--- src/sv/hsv_to_rgb_converter_assert.svh ---
// assertion macros for the hsv to rgb converter
`ifndef HSV_TO_RGB_CONVERTER_ASSERT_SVH
`define HSV_TO_RGB_CONVERTER_ASSERT_SVH
`ifndef SYNTHESIS
// checked outside reset
`define HSV_ASSERT(name, prop, msg) \
  name: assert property (@(posedge clk) disable iff (!rst_n) prop) else $error(msg);
// checked at every edge, reset included
`define HSV_ASSERT_ALWAYS(name, prop, msg) \
  name: assert property (@(posedge clk) prop) else $error(msg);
`else
`define HSV_ASSERT(name, prop, msg)
`define HSV_ASSERT_ALWAYS(name, prop, msg)
`endif
`endif

--- src/sv/hsv_pkg.sv ---
`timescale 1ns / 1ps
`default_nettype none
package hsv_pkg;

  // configuration port
  localparam int CFG_AW = 3;
  localparam logic REG_HUE_WARP = 1'b0;

  // color sextant codes
  localparam logic [2:0] SECT_RED_YEL = 3'd0;
  localparam logic [2:0] SECT_YEL_GRN = 3'd1;
  localparam logic [2:0] SECT_GRN_CYN = 3'd2;
  localparam logic [2:0] SECT_CYN_BLU = 3'd3;
  localparam logic [2:0] SECT_BLU_MAG = 3'd4;
  localparam logic [2:0] SECT_MAG_RED = 3'd5;

  localparam int WARP_DIV = 384;

  typedef logic [255:0][7:0] warp_rom_t;

  typedef struct packed {
    logic [7:0] hue;
    logic [7:0] sat;
    logic [7:0] val;
  } hsv_pix_t;

  typedef struct packed {
    logic [2:0] sect;
    logic [7:0] frac;
    logic [7:0] sat;
    logic [7:0] val;
  } hsv_sect_t;

  typedef struct packed {
    logic [2:0] sect;
    logic       grey;
    logic [7:0] val;
    logic [7:0] p;
    logic [7:0] q_arg;
    logic [7:0] t_arg;
  } hsv_prod_t;

  typedef struct packed {
    logic [7:0] red;
    logic [7:0] green;
    logic [7:0] blue;
  } hsv_rgb_t;

  // hue warp table: quarter circle then squared inside each sixth,
  // mirrored on odd sixths, truncated
  function automatic warp_rom_t warp_rom_build();
    warp_rom_t rom;
    int u;
    int w;
    int k;
    int g;
    for (int h = 0; h < 256; h++) begin
      u = 3 * h;
      w = u / 128;
      k = u % 128;
      g = ((w % 2) == 1) ? k * k : k * (256 - k);
      rom[h] = 8'((16384 * w + g) / WARP_DIV);
    end
    return rom;
  endfunction

  localparam warp_rom_t WARP_ROM = warp_rom_build();

endpackage
`default_nettype wire

--- src/sv/hsv_warp.sv ---
`timescale 1ns / 1ps
`default_nettype none
module hsv_warp
  import hsv_pkg::*;
(
  input  wire logic     clk,
  input  wire logic     rst_n,
  input  wire logic     warp_en,
  input  wire logic     in_valid,
  output logic          in_ready,
  input  wire hsv_pix_t in_data,
  output logic          out_valid,
  input  wire logic     out_ready,
  output hsv_pix_t      out_data
);

  logic     valid_r;
  hsv_pix_t data_r;
  hsv_pix_t data_nxt;

  assign in_ready = !valid_r || out_ready;

  // optional hue remap through the table
  always_comb begin
    data_nxt = in_data;
    if (warp_en) begin
      data_nxt.hue = WARP_ROM[in_data.hue];
    end
  end

  always_ff @(posedge clk) begin
    if (!rst_n) begin
      valid_r <= 1'b0;
    end else if (in_ready) begin
      valid_r <= in_valid;
    end
  end

  always_ff @(posedge clk) begin
    if (in_ready && in_valid) begin
      data_r <= data_nxt;
    end
  end

  assign out_valid = valid_r;
  assign out_data  = data_r;

endmodule
`default_nettype wire

--- src/sv/hsv_sector.sv ---
`timescale 1ns / 1ps
`default_nettype none
module hsv_sector
  import hsv_pkg::*;
(
  input  wire logic     clk,
  input  wire logic     rst_n,
  input  wire logic     in_valid,
  output logic          in_ready,
  input  wire hsv_pix_t in_data,
  output logic          out_valid,
  input  wire logic     out_ready,
  output hsv_sect_t     out_data
);

  logic      valid_r;
  hsv_sect_t data_r;
  hsv_sect_t data_nxt;
  logic [7:0] base;
  logic [5:0] rem;

  assign in_ready = !valid_r || out_ready;

  // sextant by compare against multiples of 43, remainder scaled by 6
  always_comb begin
    if (in_data.hue >= 8'd215) begin
      data_nxt.sect = SECT_MAG_RED;
      base          = 8'd215;
    end else if (in_data.hue >= 8'd172) begin
      data_nxt.sect = SECT_BLU_MAG;
      base          = 8'd172;
    end else if (in_data.hue >= 8'd129) begin
      data_nxt.sect = SECT_CYN_BLU;
      base          = 8'd129;
    end else if (in_data.hue >= 8'd86) begin
      data_nxt.sect = SECT_GRN_CYN;
      base          = 8'd86;
    end else if (in_data.hue >= 8'd43) begin
      data_nxt.sect = SECT_YEL_GRN;
      base          = 8'd43;
    end else begin
      data_nxt.sect = SECT_RED_YEL;
      base          = 8'd0;
    end
    rem           = 6'(in_data.hue - base);
    data_nxt.frac = {rem, 2'b00} + {1'b0, rem, 1'b0};
    data_nxt.sat  = in_data.sat;
    data_nxt.val  = in_data.val;
  end

  always_ff @(posedge clk) begin
    if (!rst_n) begin
      valid_r <= 1'b0;
    end else if (in_ready) begin
      valid_r <= in_valid;
    end
  end

  always_ff @(posedge clk) begin
    if (in_ready && in_valid) begin
      data_r <= data_nxt;
    end
  end

  assign out_valid = valid_r;
  assign out_data  = data_r;

endmodule
`default_nettype wire

--- src/sv/hsv_prod.sv ---
`timescale 1ns / 1ps
`default_nettype none
module hsv_prod
  import hsv_pkg::*;
(
  input  wire logic      clk,
  input  wire logic      rst_n,
  input  wire logic      in_valid,
  output logic           in_ready,
  input  wire hsv_sect_t in_data,
  output logic           out_valid,
  input  wire logic      out_ready,
  output hsv_prod_t      out_data
);

  logic      valid_r;
  hsv_prod_t data_r;
  hsv_prod_t data_nxt;
  logic [15:0] p_full;
  logic [15:0] sf_full;
  logic [15:0] sfc_full;

  assign in_ready = !valid_r || out_ready;

  // three parallel 8x8 products
  always_comb begin
    p_full   = 16'(in_data.val) * 16'(8'd255 - in_data.sat);
    sf_full  = 16'(in_data.sat) * 16'(in_data.frac);
    sfc_full = 16'(in_data.sat) * 16'(8'd255 - in_data.frac);
    data_nxt.sect  = in_data.sect;
    data_nxt.grey  = (in_data.sat == 8'd0);
    data_nxt.val   = in_data.val;
    data_nxt.p     = p_full[15:8];
    data_nxt.q_arg = sf_full[15:8];
    data_nxt.t_arg = sfc_full[15:8];
  end

  always_ff @(posedge clk) begin
    if (!rst_n) begin
      valid_r <= 1'b0;
    end else if (in_ready) begin
      valid_r <= in_valid;
    end
  end

  always_ff @(posedge clk) begin
    if (in_ready && in_valid) begin
      data_r <= data_nxt;
    end
  end

  assign out_valid = valid_r;
  assign out_data  = data_r;

endmodule
`default_nettype wire

--- src/sv/hsv_mix.sv ---
`timescale 1ns / 1ps
`default_nettype none
module hsv_mix
  import hsv_pkg::*;
(
  input  wire logic      clk,
  input  wire logic      rst_n,
  input  wire logic      in_valid,
  output logic           in_ready,
  input  wire hsv_prod_t in_data,
  output logic           out_valid,
  input  wire logic      out_ready,
  output hsv_rgb_t       out_data
);

  logic       valid_r;
  hsv_rgb_t   data_r;
  hsv_rgb_t   data_nxt;
  logic [15:0] q_full;
  logic [15:0] t_full;
  logic [7:0] v;
  logic [7:0] p;
  logic [7:0] q;
  logic [7:0] t;

  assign in_ready = !valid_r || out_ready;

  // q and t products, then channel routing per sextant
  always_comb begin
    v      = in_data.val;
    p      = in_data.p;
    q_full = 16'(in_data.val) * 16'(8'd255 - in_data.q_arg);
    t_full = 16'(in_data.val) * 16'(8'd255 - in_data.t_arg);
    q      = q_full[15:8];
    t      = t_full[15:8];
    case (in_data.sect)
      SECT_RED_YEL: data_nxt = '{red: v, green: t, blue: p};
      SECT_YEL_GRN: data_nxt = '{red: q, green: v, blue: p};
      SECT_GRN_CYN: data_nxt = '{red: p, green: v, blue: t};
      SECT_CYN_BLU: data_nxt = '{red: p, green: q, blue: v};
      SECT_BLU_MAG: data_nxt = '{red: t, green: p, blue: v};
      default:      data_nxt = '{red: v, green: p, blue: q};
    endcase
    // zero saturation is grey
    if (in_data.grey) begin
      data_nxt = '{red: v, green: v, blue: v};
    end
  end

  always_ff @(posedge clk) begin
    if (!rst_n) begin
      valid_r <= 1'b0;
    end else if (in_ready) begin
      valid_r <= in_valid;
    end
  end

  always_ff @(posedge clk) begin
    if (in_ready && in_valid) begin
      data_r <= data_nxt;
    end
  end

  assign out_valid = valid_r;
  assign out_data  = data_r;

endmodule
`default_nettype wire

--- src/sv/hsv_to_rgb_converter.sv ---
// an accepted request passes the warp, sector, product and mix registers before its result shows on out_tvalid
// throughput: one pixel per cycle while out_tready holds, four register stages each with its own valid bit
// each stage takes a new request while it is empty or its successor takes its own
// reset is a synchronous active-low rst_n that clears all stage valid bits and warp_en_r
`timescale 1ns / 1ps
`default_nettype none
`include "hsv_to_rgb_converter_assert.svh"
module hsv_to_rgb_converter
  import hsv_pkg::*;
(
  input  wire logic              clk,
  input  wire logic              rst_n,
  input  wire logic              in_tvalid,
  output logic                   in_tready,
  input  wire logic [23:0]       in_tdata,   // hue, saturation, brightness
  output logic                   out_tvalid,
  input  wire logic              out_tready,
  output logic [23:0]            out_tdata,  // red, green, blue
  input  wire logic              cfg_psel,
  input  wire logic              cfg_penable,
  input  wire logic              cfg_pwrite,
  input  wire logic [CFG_AW-1:0] cfg_paddr,
  input  wire logic [31:0]       cfg_pwdata,
  output logic [31:0]            cfg_prdata,
  output logic                   cfg_pready
);

  logic      warp_en_r;
  logic      cfg_wr;
  hsv_pix_t  in_pix;
  logic      w_valid;
  logic      w_ready;
  hsv_pix_t  w_data;
  logic      s_valid;
  logic      s_ready;
  hsv_sect_t s_data;
  logic      p_valid;
  logic      p_ready;
  hsv_prod_t p_data;
  hsv_rgb_t  rgb;

  // configuration register
  assign cfg_pready = 1'b1;
  assign cfg_wr     = cfg_psel && cfg_penable && cfg_pwrite && cfg_pready
                      && (cfg_paddr[2] == REG_HUE_WARP);
  assign cfg_prdata = (cfg_paddr[2] == REG_HUE_WARP) ? {31'd0, warp_en_r} : 32'd0;

  always_ff @(posedge clk) begin
    if (!rst_n) begin
      warp_en_r <= 1'b0;
    end else if (cfg_wr) begin
      warp_en_r <= cfg_pwdata[0];
    end
  end

  // input unpacking
  assign in_pix.hue = in_tdata[7:0];
  assign in_pix.sat = in_tdata[15:8];
  assign in_pix.val = in_tdata[23:16];

  hsv_warp u_warp (
    .clk       (clk),
    .rst_n     (rst_n),
    .warp_en   (warp_en_r),
    .in_valid  (in_tvalid),
    .in_ready  (in_tready),
    .in_data   (in_pix),
    .out_valid (w_valid),
    .out_ready (w_ready),
    .out_data  (w_data)
  );

  hsv_sector u_sector (
    .clk       (clk),
    .rst_n     (rst_n),
    .in_valid  (w_valid),
    .in_ready  (w_ready),
    .in_data   (w_data),
    .out_valid (s_valid),
    .out_ready (s_ready),
    .out_data  (s_data)
  );

  hsv_prod u_prod (
    .clk       (clk),
    .rst_n     (rst_n),
    .in_valid  (s_valid),
    .in_ready  (s_ready),
    .in_data   (s_data),
    .out_valid (p_valid),
    .out_ready (p_ready),
    .out_data  (p_data)
  );

  hsv_mix u_mix (
    .clk       (clk),
    .rst_n     (rst_n),
    .in_valid  (p_valid),
    .in_ready  (p_ready),
    .in_data   (p_data),
    .out_valid (out_tvalid),
    .out_ready (out_tready),
    .out_data  (rgb)
  );

  // output packing
  assign out_tdata = {rgb.blue, rgb.green, rgb.red};

  // checks
  `HSV_ASSERT_ALWAYS(a_reset_empties, !rst_n |=> !out_tvalid, "output valid after reset")
  `HSV_ASSERT(a_empty_out_ready, !out_tvalid |-> in_tready, "input stalled with empty output")
  `HSV_ASSERT(a_cfg_write, cfg_wr |=> (warp_en_r == $past(cfg_pwdata[0])), "warp enable not written")

endmodule
`default_nettype wire

--- config.mk ---
export PLATFORM = sky130hd
export DESIGN_NAME = hsv_to_rgb_converter
export DESIGN_NICKNAME = d
export VERILOG_FILES = /design/src/sv/hsv_pkg.sv /design/src/sv/hsv_warp.sv /design/src/sv/hsv_sector.sv /design/src/sv/hsv_prod.sv /design/src/sv/hsv_mix.sv /design/src/sv/hsv_to_rgb_converter.sv
export VERILOG_INCLUDE_DIRS = /design/src /design/src/sv
export SDC_FILE = /design/constraint.sdc
export NUM_CORES = 1
export LEC_CHECK = 0
export BUFFER_PORTS_ARGS = -buffer_cell sky130_fd_sc_hd__buf_4
export CORE_MARGIN = 5
export CORE_UTILIZATION = 55
export CTS_CLUSTER_SIZE = 8
export DETAILED_ROUTE_END_ITERATION = 16
export GPL_ROUTABILITY_DRIVEN = 0
export GPL_TIMING_DRIVEN = 1
export PLACE_DENSITY = 0.75
export SKIP_CTS_REPAIR_TIMING = 1
export SLEW_MARGIN = 20
export SYNTH_ARGS = -nofsm -noshare
export SYNTH_HDL_FRONTEND = slang
export SYNTH_SLANG_ARGS = --single-unit
--- constraint.sdc ---
create_clock -name clk -period 5.2 [get_ports clk]
set_input_delay 1.04 -clock clk [delete_from_list [all_inputs] [get_ports clk]]
set_output_delay 1.04 -clock clk [all_outputs]
set_load 0.03 [all_outputs]
Yosys cells after proc, flatten, opt, wreduce, memory -nomap -nowiden. Memories as Yosys holds them, arrays and structs flattened. Cells that the tools add are included. W data, S select, Z words.

Add/sub/neg operators: 6. $mul: 5. Div/mod/pow operators: 0. $lt $le $gt $ge: 6. Eq/ne operators: 4. Shifts and indexed selects: 0. Muxes and demuxes: 14. Bitwise operators: 1. Reduce and logical (&&, ||, !) cells: 18.

Operators by type and width (number): $pmux W24 S5 (1); $mul A8 B16 Y16 (4); $sub A8 B8 Y9 const A (4); $mux W6 (5); $ge A8 B8 Y1 const B (3); $mux W24 (1); $mul A8 B8 Y16 (1); $mux W8 (2); $lt A8 B9 Y1 const B (1); $add A8 B7 Y8 (1); $ge A8 B6 Y1 const B (1); $ge A8 B7 Y1 const B (1); $logic_not A8 Y1 (1); $logic_and A1 B1 Y1 (7); $eq A3 B2 Y1 const B (2); $mux W3 (2); $sub A6 B6 Y6 (1); $logic_not A1 Y1 (4); $logic_or A1 B1 Y1 (4); $eq A3 B1 Y1 const B (1); $eq A3 B3 Y1 const B (1); $logic_not A3 Y1 (1); $mux W1 (3); $reduce_or A2 Y1 (1); $not A1 Y1 (1).

Register bits: 116. Bits in latches: 0. Bits in writable memories: 0. Bits in read-only memories: 2048. Bits of input ports: 66. Output and inout port bits: 59. Word-level logic and storage cells: 77. Memories kept: 1.

Memory list: (name not given) (words 256, bits a word 8, read ports 1, clocked after Yosys merged registers in 0, wr ports 0, RTL line hsv_warp.sv:27) `data_nxt.hue = WARP_ROM[in_data.hue];`.

Logic depth before layout (Yosys ltp).
Word-level depth: 8. Depth in mapped cells: 20.

Modules after synthesis. From an unflattened synthesis, not the netlist that was laid out.

Cells, all modules: 1868. Area, all modules: 17414.2 um^2.

Modules (own cells, without submodules): hsv_prod (times used 1, cells an instance 744, area each 7230.7 um^2); hsv_mix (times used 1, cells an instance 671, area each 5874.4 um^2); hsv_warp (times used 1, cells an instance 302, area each 2610.0 um^2); hsv_sector (times used 1, cells an instance 111, area each 1383.8 um^2); hsv_to_rgb_converter (times used 1, cells an instance 40, area each 315.3 um^2).

Worst setup path after synthesis. OpenSTA, ideal clock, no wires.

Path kind: register to register. Start: register u_prod.data_r, in the netlist u_prod.out_data[30]. End: register u_mix.data_r, in the netlist u_mix.out_data[13], data pin. Arrival time: 4.882 ns. Data required time: 4.927 ns. Slack: 0.045 ns. Cell stages (with the launch flop): 19. Clock period less this slack: 5.155 ns. Path through: edfxtp_1 clkbuf_1 clkbuf_1 nor2b_1 fa_1 fa_1 fa_1 inv_1 fa_1 inv_1 ha_1 a21o_1 a21oi_2 o32ai_2 o41a_4 xor2_1 mux2_2 a211oi_1 o221ai_1.

RTL lines: start, declared (RTL line hsv_prod.sv:17) `hsv_prod_t data_r;`; start signal, assigned (RTL line hsv_prod.sv:48) `data_r <= data_nxt;`; end signal, assigned (RTL line hsv_mix.sv:60) `data_r <= data_nxt;`; end, declared (RTL line hsv_mix.sv:17) `hsv_rgb_t data_r;`.

==> results by stage <==
Synth:
- Counting flops with an async set or reset pin after synthesis yields a share of 0.
- The largest total area in the synthesized netlist belongs to fa_1.
- The count of state elements after synthesis is 115.
- The Yosys step of the flow raised 0 warnings.
- In the post-synthesis netlist, the biggest area contributors are fa_1 21%, edfxtp_1 20%, ha_1 15%.
- The predominant post-synthesis flop cell is edfxtp_1.
- Averaged over all synthesized cells, the footprint is around 9.4 um^2.
- The fraction of synthesized cell area taken by the top area cell type is 0.2098.
- The number of enable-type register cells in the synthesized netlist is 110.
- The sequential share of the synthesized area is 0.2086.
- After synthesis, the netlist uses 81 different library cells.
- The synthesized instance count is ~1.7k.
- The total standard cell area after synthesis is about 0.016 mm^2.

Global route:
- The total global routing overflow is 0.
- The number of antenna violations at the first check in global routing is 0.
- The global routing usage summed across all routing layers is 0.2249.
- The number of global-route vias before repair is about 13k.
- The first global-routing pass estimated ~62,000 um of wire.
- The maximum number of pins on one net before global-route repair is 65.

Setup path:
- The largest driver fanout on the critical path is 6.
- The worst setup path is of the register to register kind.
- The worst setup path is captured at a register.
- In this run the worst setup path terminates at u_mix.out_data[6].
- Walking the worst path, the cells encountered are clkbuf_2 > nor2b_1 > fa_1 > fa_1 > fa_1 > inv_1 > fa_1 > inv_1 > ha_1 > and4_1 > a221oi_2 > buf_4 > o21a_2 > o311ai_2 > nand2b_1 > a31oi_1 > a221o_1.
- The critical path starts at u_prod.out_data[30].
- The most frequent cell on the critical path is fa_1.
- The nature of the critical path startpoint is a register.
- The worst path required time is 5.49 ns.
- The cell with the biggest individual delay on the critical path is fa_1.
- The arrival time at the worst endpoint is about 5.4 ns.
- The stage delay of the slowest cell on the critical path is roughly 0.54 ns.
- Measured in cells, the most critical reg-to-reg path has a length of 17.
- For flop-to-flop paths, the worst setup slack is 0.13 ns.
- In this run the critical register-to-register path is captured at u_mix.out_data[6].
- In this run the critical register-to-register path is launched from u_prod.out_data[30].

STA:
- Measured against its own limit, the worst slew margin works out to 0.4552.
- Setup violations remaining at the end of the flow were counted as 0.
- For the pin with the worst max-slew slack, the measured transition is between 0.8 and 0.9 ns.
- Setup repair after global routing could not meet its margin everywhere.
- Between clock sinks in the finished design, the worst skew comes to between 0.015 and 0.02 ns.
- The maximum operating frequency is between 150 and 200 MHz.
- The shortest period the worst path allows is between 5 and 6 ns.
- Dividing the final minimum period by the clock period gives 0.9744.
- The number of slew-limit violations in the final report is 0.
- The total negative slack is 0 ns.
- The final hold violation count is 0.

Floorplanning:
- The die width is 182.2 um.
- The site row count is between 60 and 70.
- The number of primary I/O pins is approximately 130.
- The die is approximately 180 um tall.
- The core region area is 0.02948 mm^2.
- The initial utilization of the core area, before any placement, comes to 0.5535.
- The full die area is about 0.033 mm^2.

Placement:
- Port buffering added 59 buffers.
- The HPWL after detailed placement is roughly 29,000 um.
- After detailed placement, the design holds a cell count of around 2.2k.

Clocking:
- The CTS clock-pin slew for the worst setup and hold paths is ~0.070 ns.
- The maximum clock path buffer count is 2.
- The TritonCTS clock tree is done.
- The root buffer selected by CTS is clkbuf_16.
- The later-pin clock latency in the skew report is roughly 0.42 ns.
- The clock tree synthesis step divided the H-tree into 4 levels.
- Counting the buffers created by CTS gives 17.
- The TritonCTS sink count is around 120.

Detailed routing:
- The average routed wire per standard cell is between 15 and 20 um.
- Summing over every cut layer, the via total after detailed routing is between 10k and 15k.
- The DRC violation count after routing is 0.
- After detailed routing, the total wire length is roughly 37,000 um.
- The number of nets with antenna violations after detailed routing is 0.
- The total iterations of the first detailed-routing run is 6.
- In this run, the number of DRC markers left after iteration 0 of detailed routing was approximately 1.2k.
- After detailed routing, the number of vias per cell comes to approximately 5.7.

Power and ir drop:
- Across the VDD grid, the largest voltage drop is slightly above 600 uV.
- The analysis attributes to cell leakage a power of roughly 8.3 nW.
- The power density over the cells is 599.0 mW/mm^2.

Finish:
- The layout-stage area growth over the synthesis result is 10.12%.
- The fill cell instance count of the final layout is 2,436.
- The count of cells in the finished layout, fillers not included, comes to about 2.2k.
- At the end of the flow the core is filled with cells to 0.6095.
- The count of nets after finishing is 2,233.
- The number of antenna cells inserted is 0.
- The fraction of final layout cells with drive strength greater than 1 is 0.1139.

Job:
- The tool flagged a number of max-cap violations equal to 0.

Worst hold path:
- The path category of the worst min-delay check is register to register.

Outcome:
- The flow ran to the end, and the final reports show no timing, DRC or antenna violations.
where the power goes:
| group | internal, W | switching (W) | total (W) | leakage [nW] |
|---|---|---|---|---|
| Sequential | 0.00130 | 0.000158 | 0.00146 | 1.07 |
| Clock | 0.000659 | 0.000455 | 0.00111 | 0.268 |
| Combinational | 0.00355 | 0.00463 | 0.00819 | 7.00 |
state kept, by name, summed over array words and instances (netlist names):
register            flops
u_mix.out_data         24
u_mix.out_valid         1
u_prod.out_data        36
u_prod.out_valid        1
u_sector.out_data      26
u_sector.out_valid      1
u_warp.out_data        24
u_warp.out_valid        1
warp_en_r               1
synthesized netlist by cell type (all sizes together), types with 6 or more instances:
cell    number
fa         171
nor2b      136
xor2        17
and2        34
clkbuf      74
a221oi       9
mux2i        8
o22ai       13
a21o        12
ha         191
o31ai        8
a21oi       82
mux4         6
nor2       115
a211o        6
xnor2       30
buf         44
o21bai       6
a211oi      11
inv        235
o211ai      13
nand2b      98
or2          6
o21ai       66
nor3        15
edfxtp     110
nand2       91
a31oi       14
nand3       17
o21a         9
layer usage:
layer / vias to the layer above / share of wire / global-route usage
li1: 5886 / - / -
met1: 6171 / 0.42 / 0.2961
met2: 496 / 0.50 / 0.3925
met3: 85 / 0.062 / 0.02452
met4: 0 / 0.021 / 0.06845
met5: - / 0 / 0
final cells by class:
type / instances / area (um^2) / area share
multi-input cells: 1304 / 11610 / 0.6463
clock inverters: 15 / 132.6 / 0.007381
inverters: 236 / 889.6 / 0.04951
clock buffers: 17 / 425.4 / 0.02367
flip-flops and latches: 115 / 3403 / 0.1894
repair buffers: 131 / 1017 / 0.05661
well taps: 390 / 488.0 / 0.02716
worst min path at each step:
stage                           from                     to  slack (ns)  depth (start not counted)
2_1_floorplan  u_sector.out_data[24]    u_prod.out_data[33]        0.40                          0
3_3_place_gp      u_warp.out_data[4]   u_sector.out_data[4]        0.40                          0
3_5_place_dp     u_warp.out_data[10]  u_sector.out_data[10]        0.40                          0
4_1_cts           u_warp.out_data[3]   u_sector.out_data[3]        0.42                          0
5_1_grt           u_warp.out_data[7]   u_sector.out_data[7]        0.42                          0
6_report          u_warp.out_data[3]   u_sector.out_data[3]        0.42                          0
logic make-up (layout without fill, tap and decap cells):
kind of cell | count (synthesis) | after routing | synth area share
buf+inv | 354 | 399 | 0.08979
mux | 19 | 19 | 0.01664
simple gates | 539 | 539 | 0.1759
xor+xnor | 47 | 47 | 0.02523
other cells | 2 | 32 | 0.0004602
flops | 115 | 115 | 0.2086
compound gates | 305 | 305 | 0.1272
fa+ha+maj | 362 | 362 | 0.3562
stage by stage:
step	setup WS [ns]	instance area (um^2)	hold slack [ns]	power [W]
6_report	0.1333	17970	0.4179	0.01076
3_5_place_dp	0.07554	17230	0.4045	0.009496
2_1_floorplan	0.04519	16430	0.4003	0.007449
5_1_grt	-0.03701	17970	0.4245	0.01199
4_1_cts	0.06188	17790	0.4179	0.01070
3_3_place_gp	0.1875	17230	0.4013	0.009197
worst max-delay path: cells and delay by family (launching register included):
| family | cells | cell delay (ns) |
|---|---|---|
| adder cells (fa/ha/maj) | 5 | 2.28 |
| AO/OA/AOI/OAI | 5 | 1.12 |
| AND/OR/NAND/NOR | 3 | 0.54 |
| flip-flops | 1 | 0.51 |
| buffers and inverters | 4 | 0.48 |
cells in the final DEF (no fill, tap or decap), types with 30 or more instances in the layout:
cell and count:
inv_1 233, o21ai_0 62, a21oi_1 80, fa_1 171
nand2b_1 98, buf_4 127, nand2_1 91, conb_1 32
ha_1 191, xnor2_1 30, and2_1 33, nor2_1 115
nor2b_1 134, edfxtp_1 110
(Power assumes the default switching activity.)
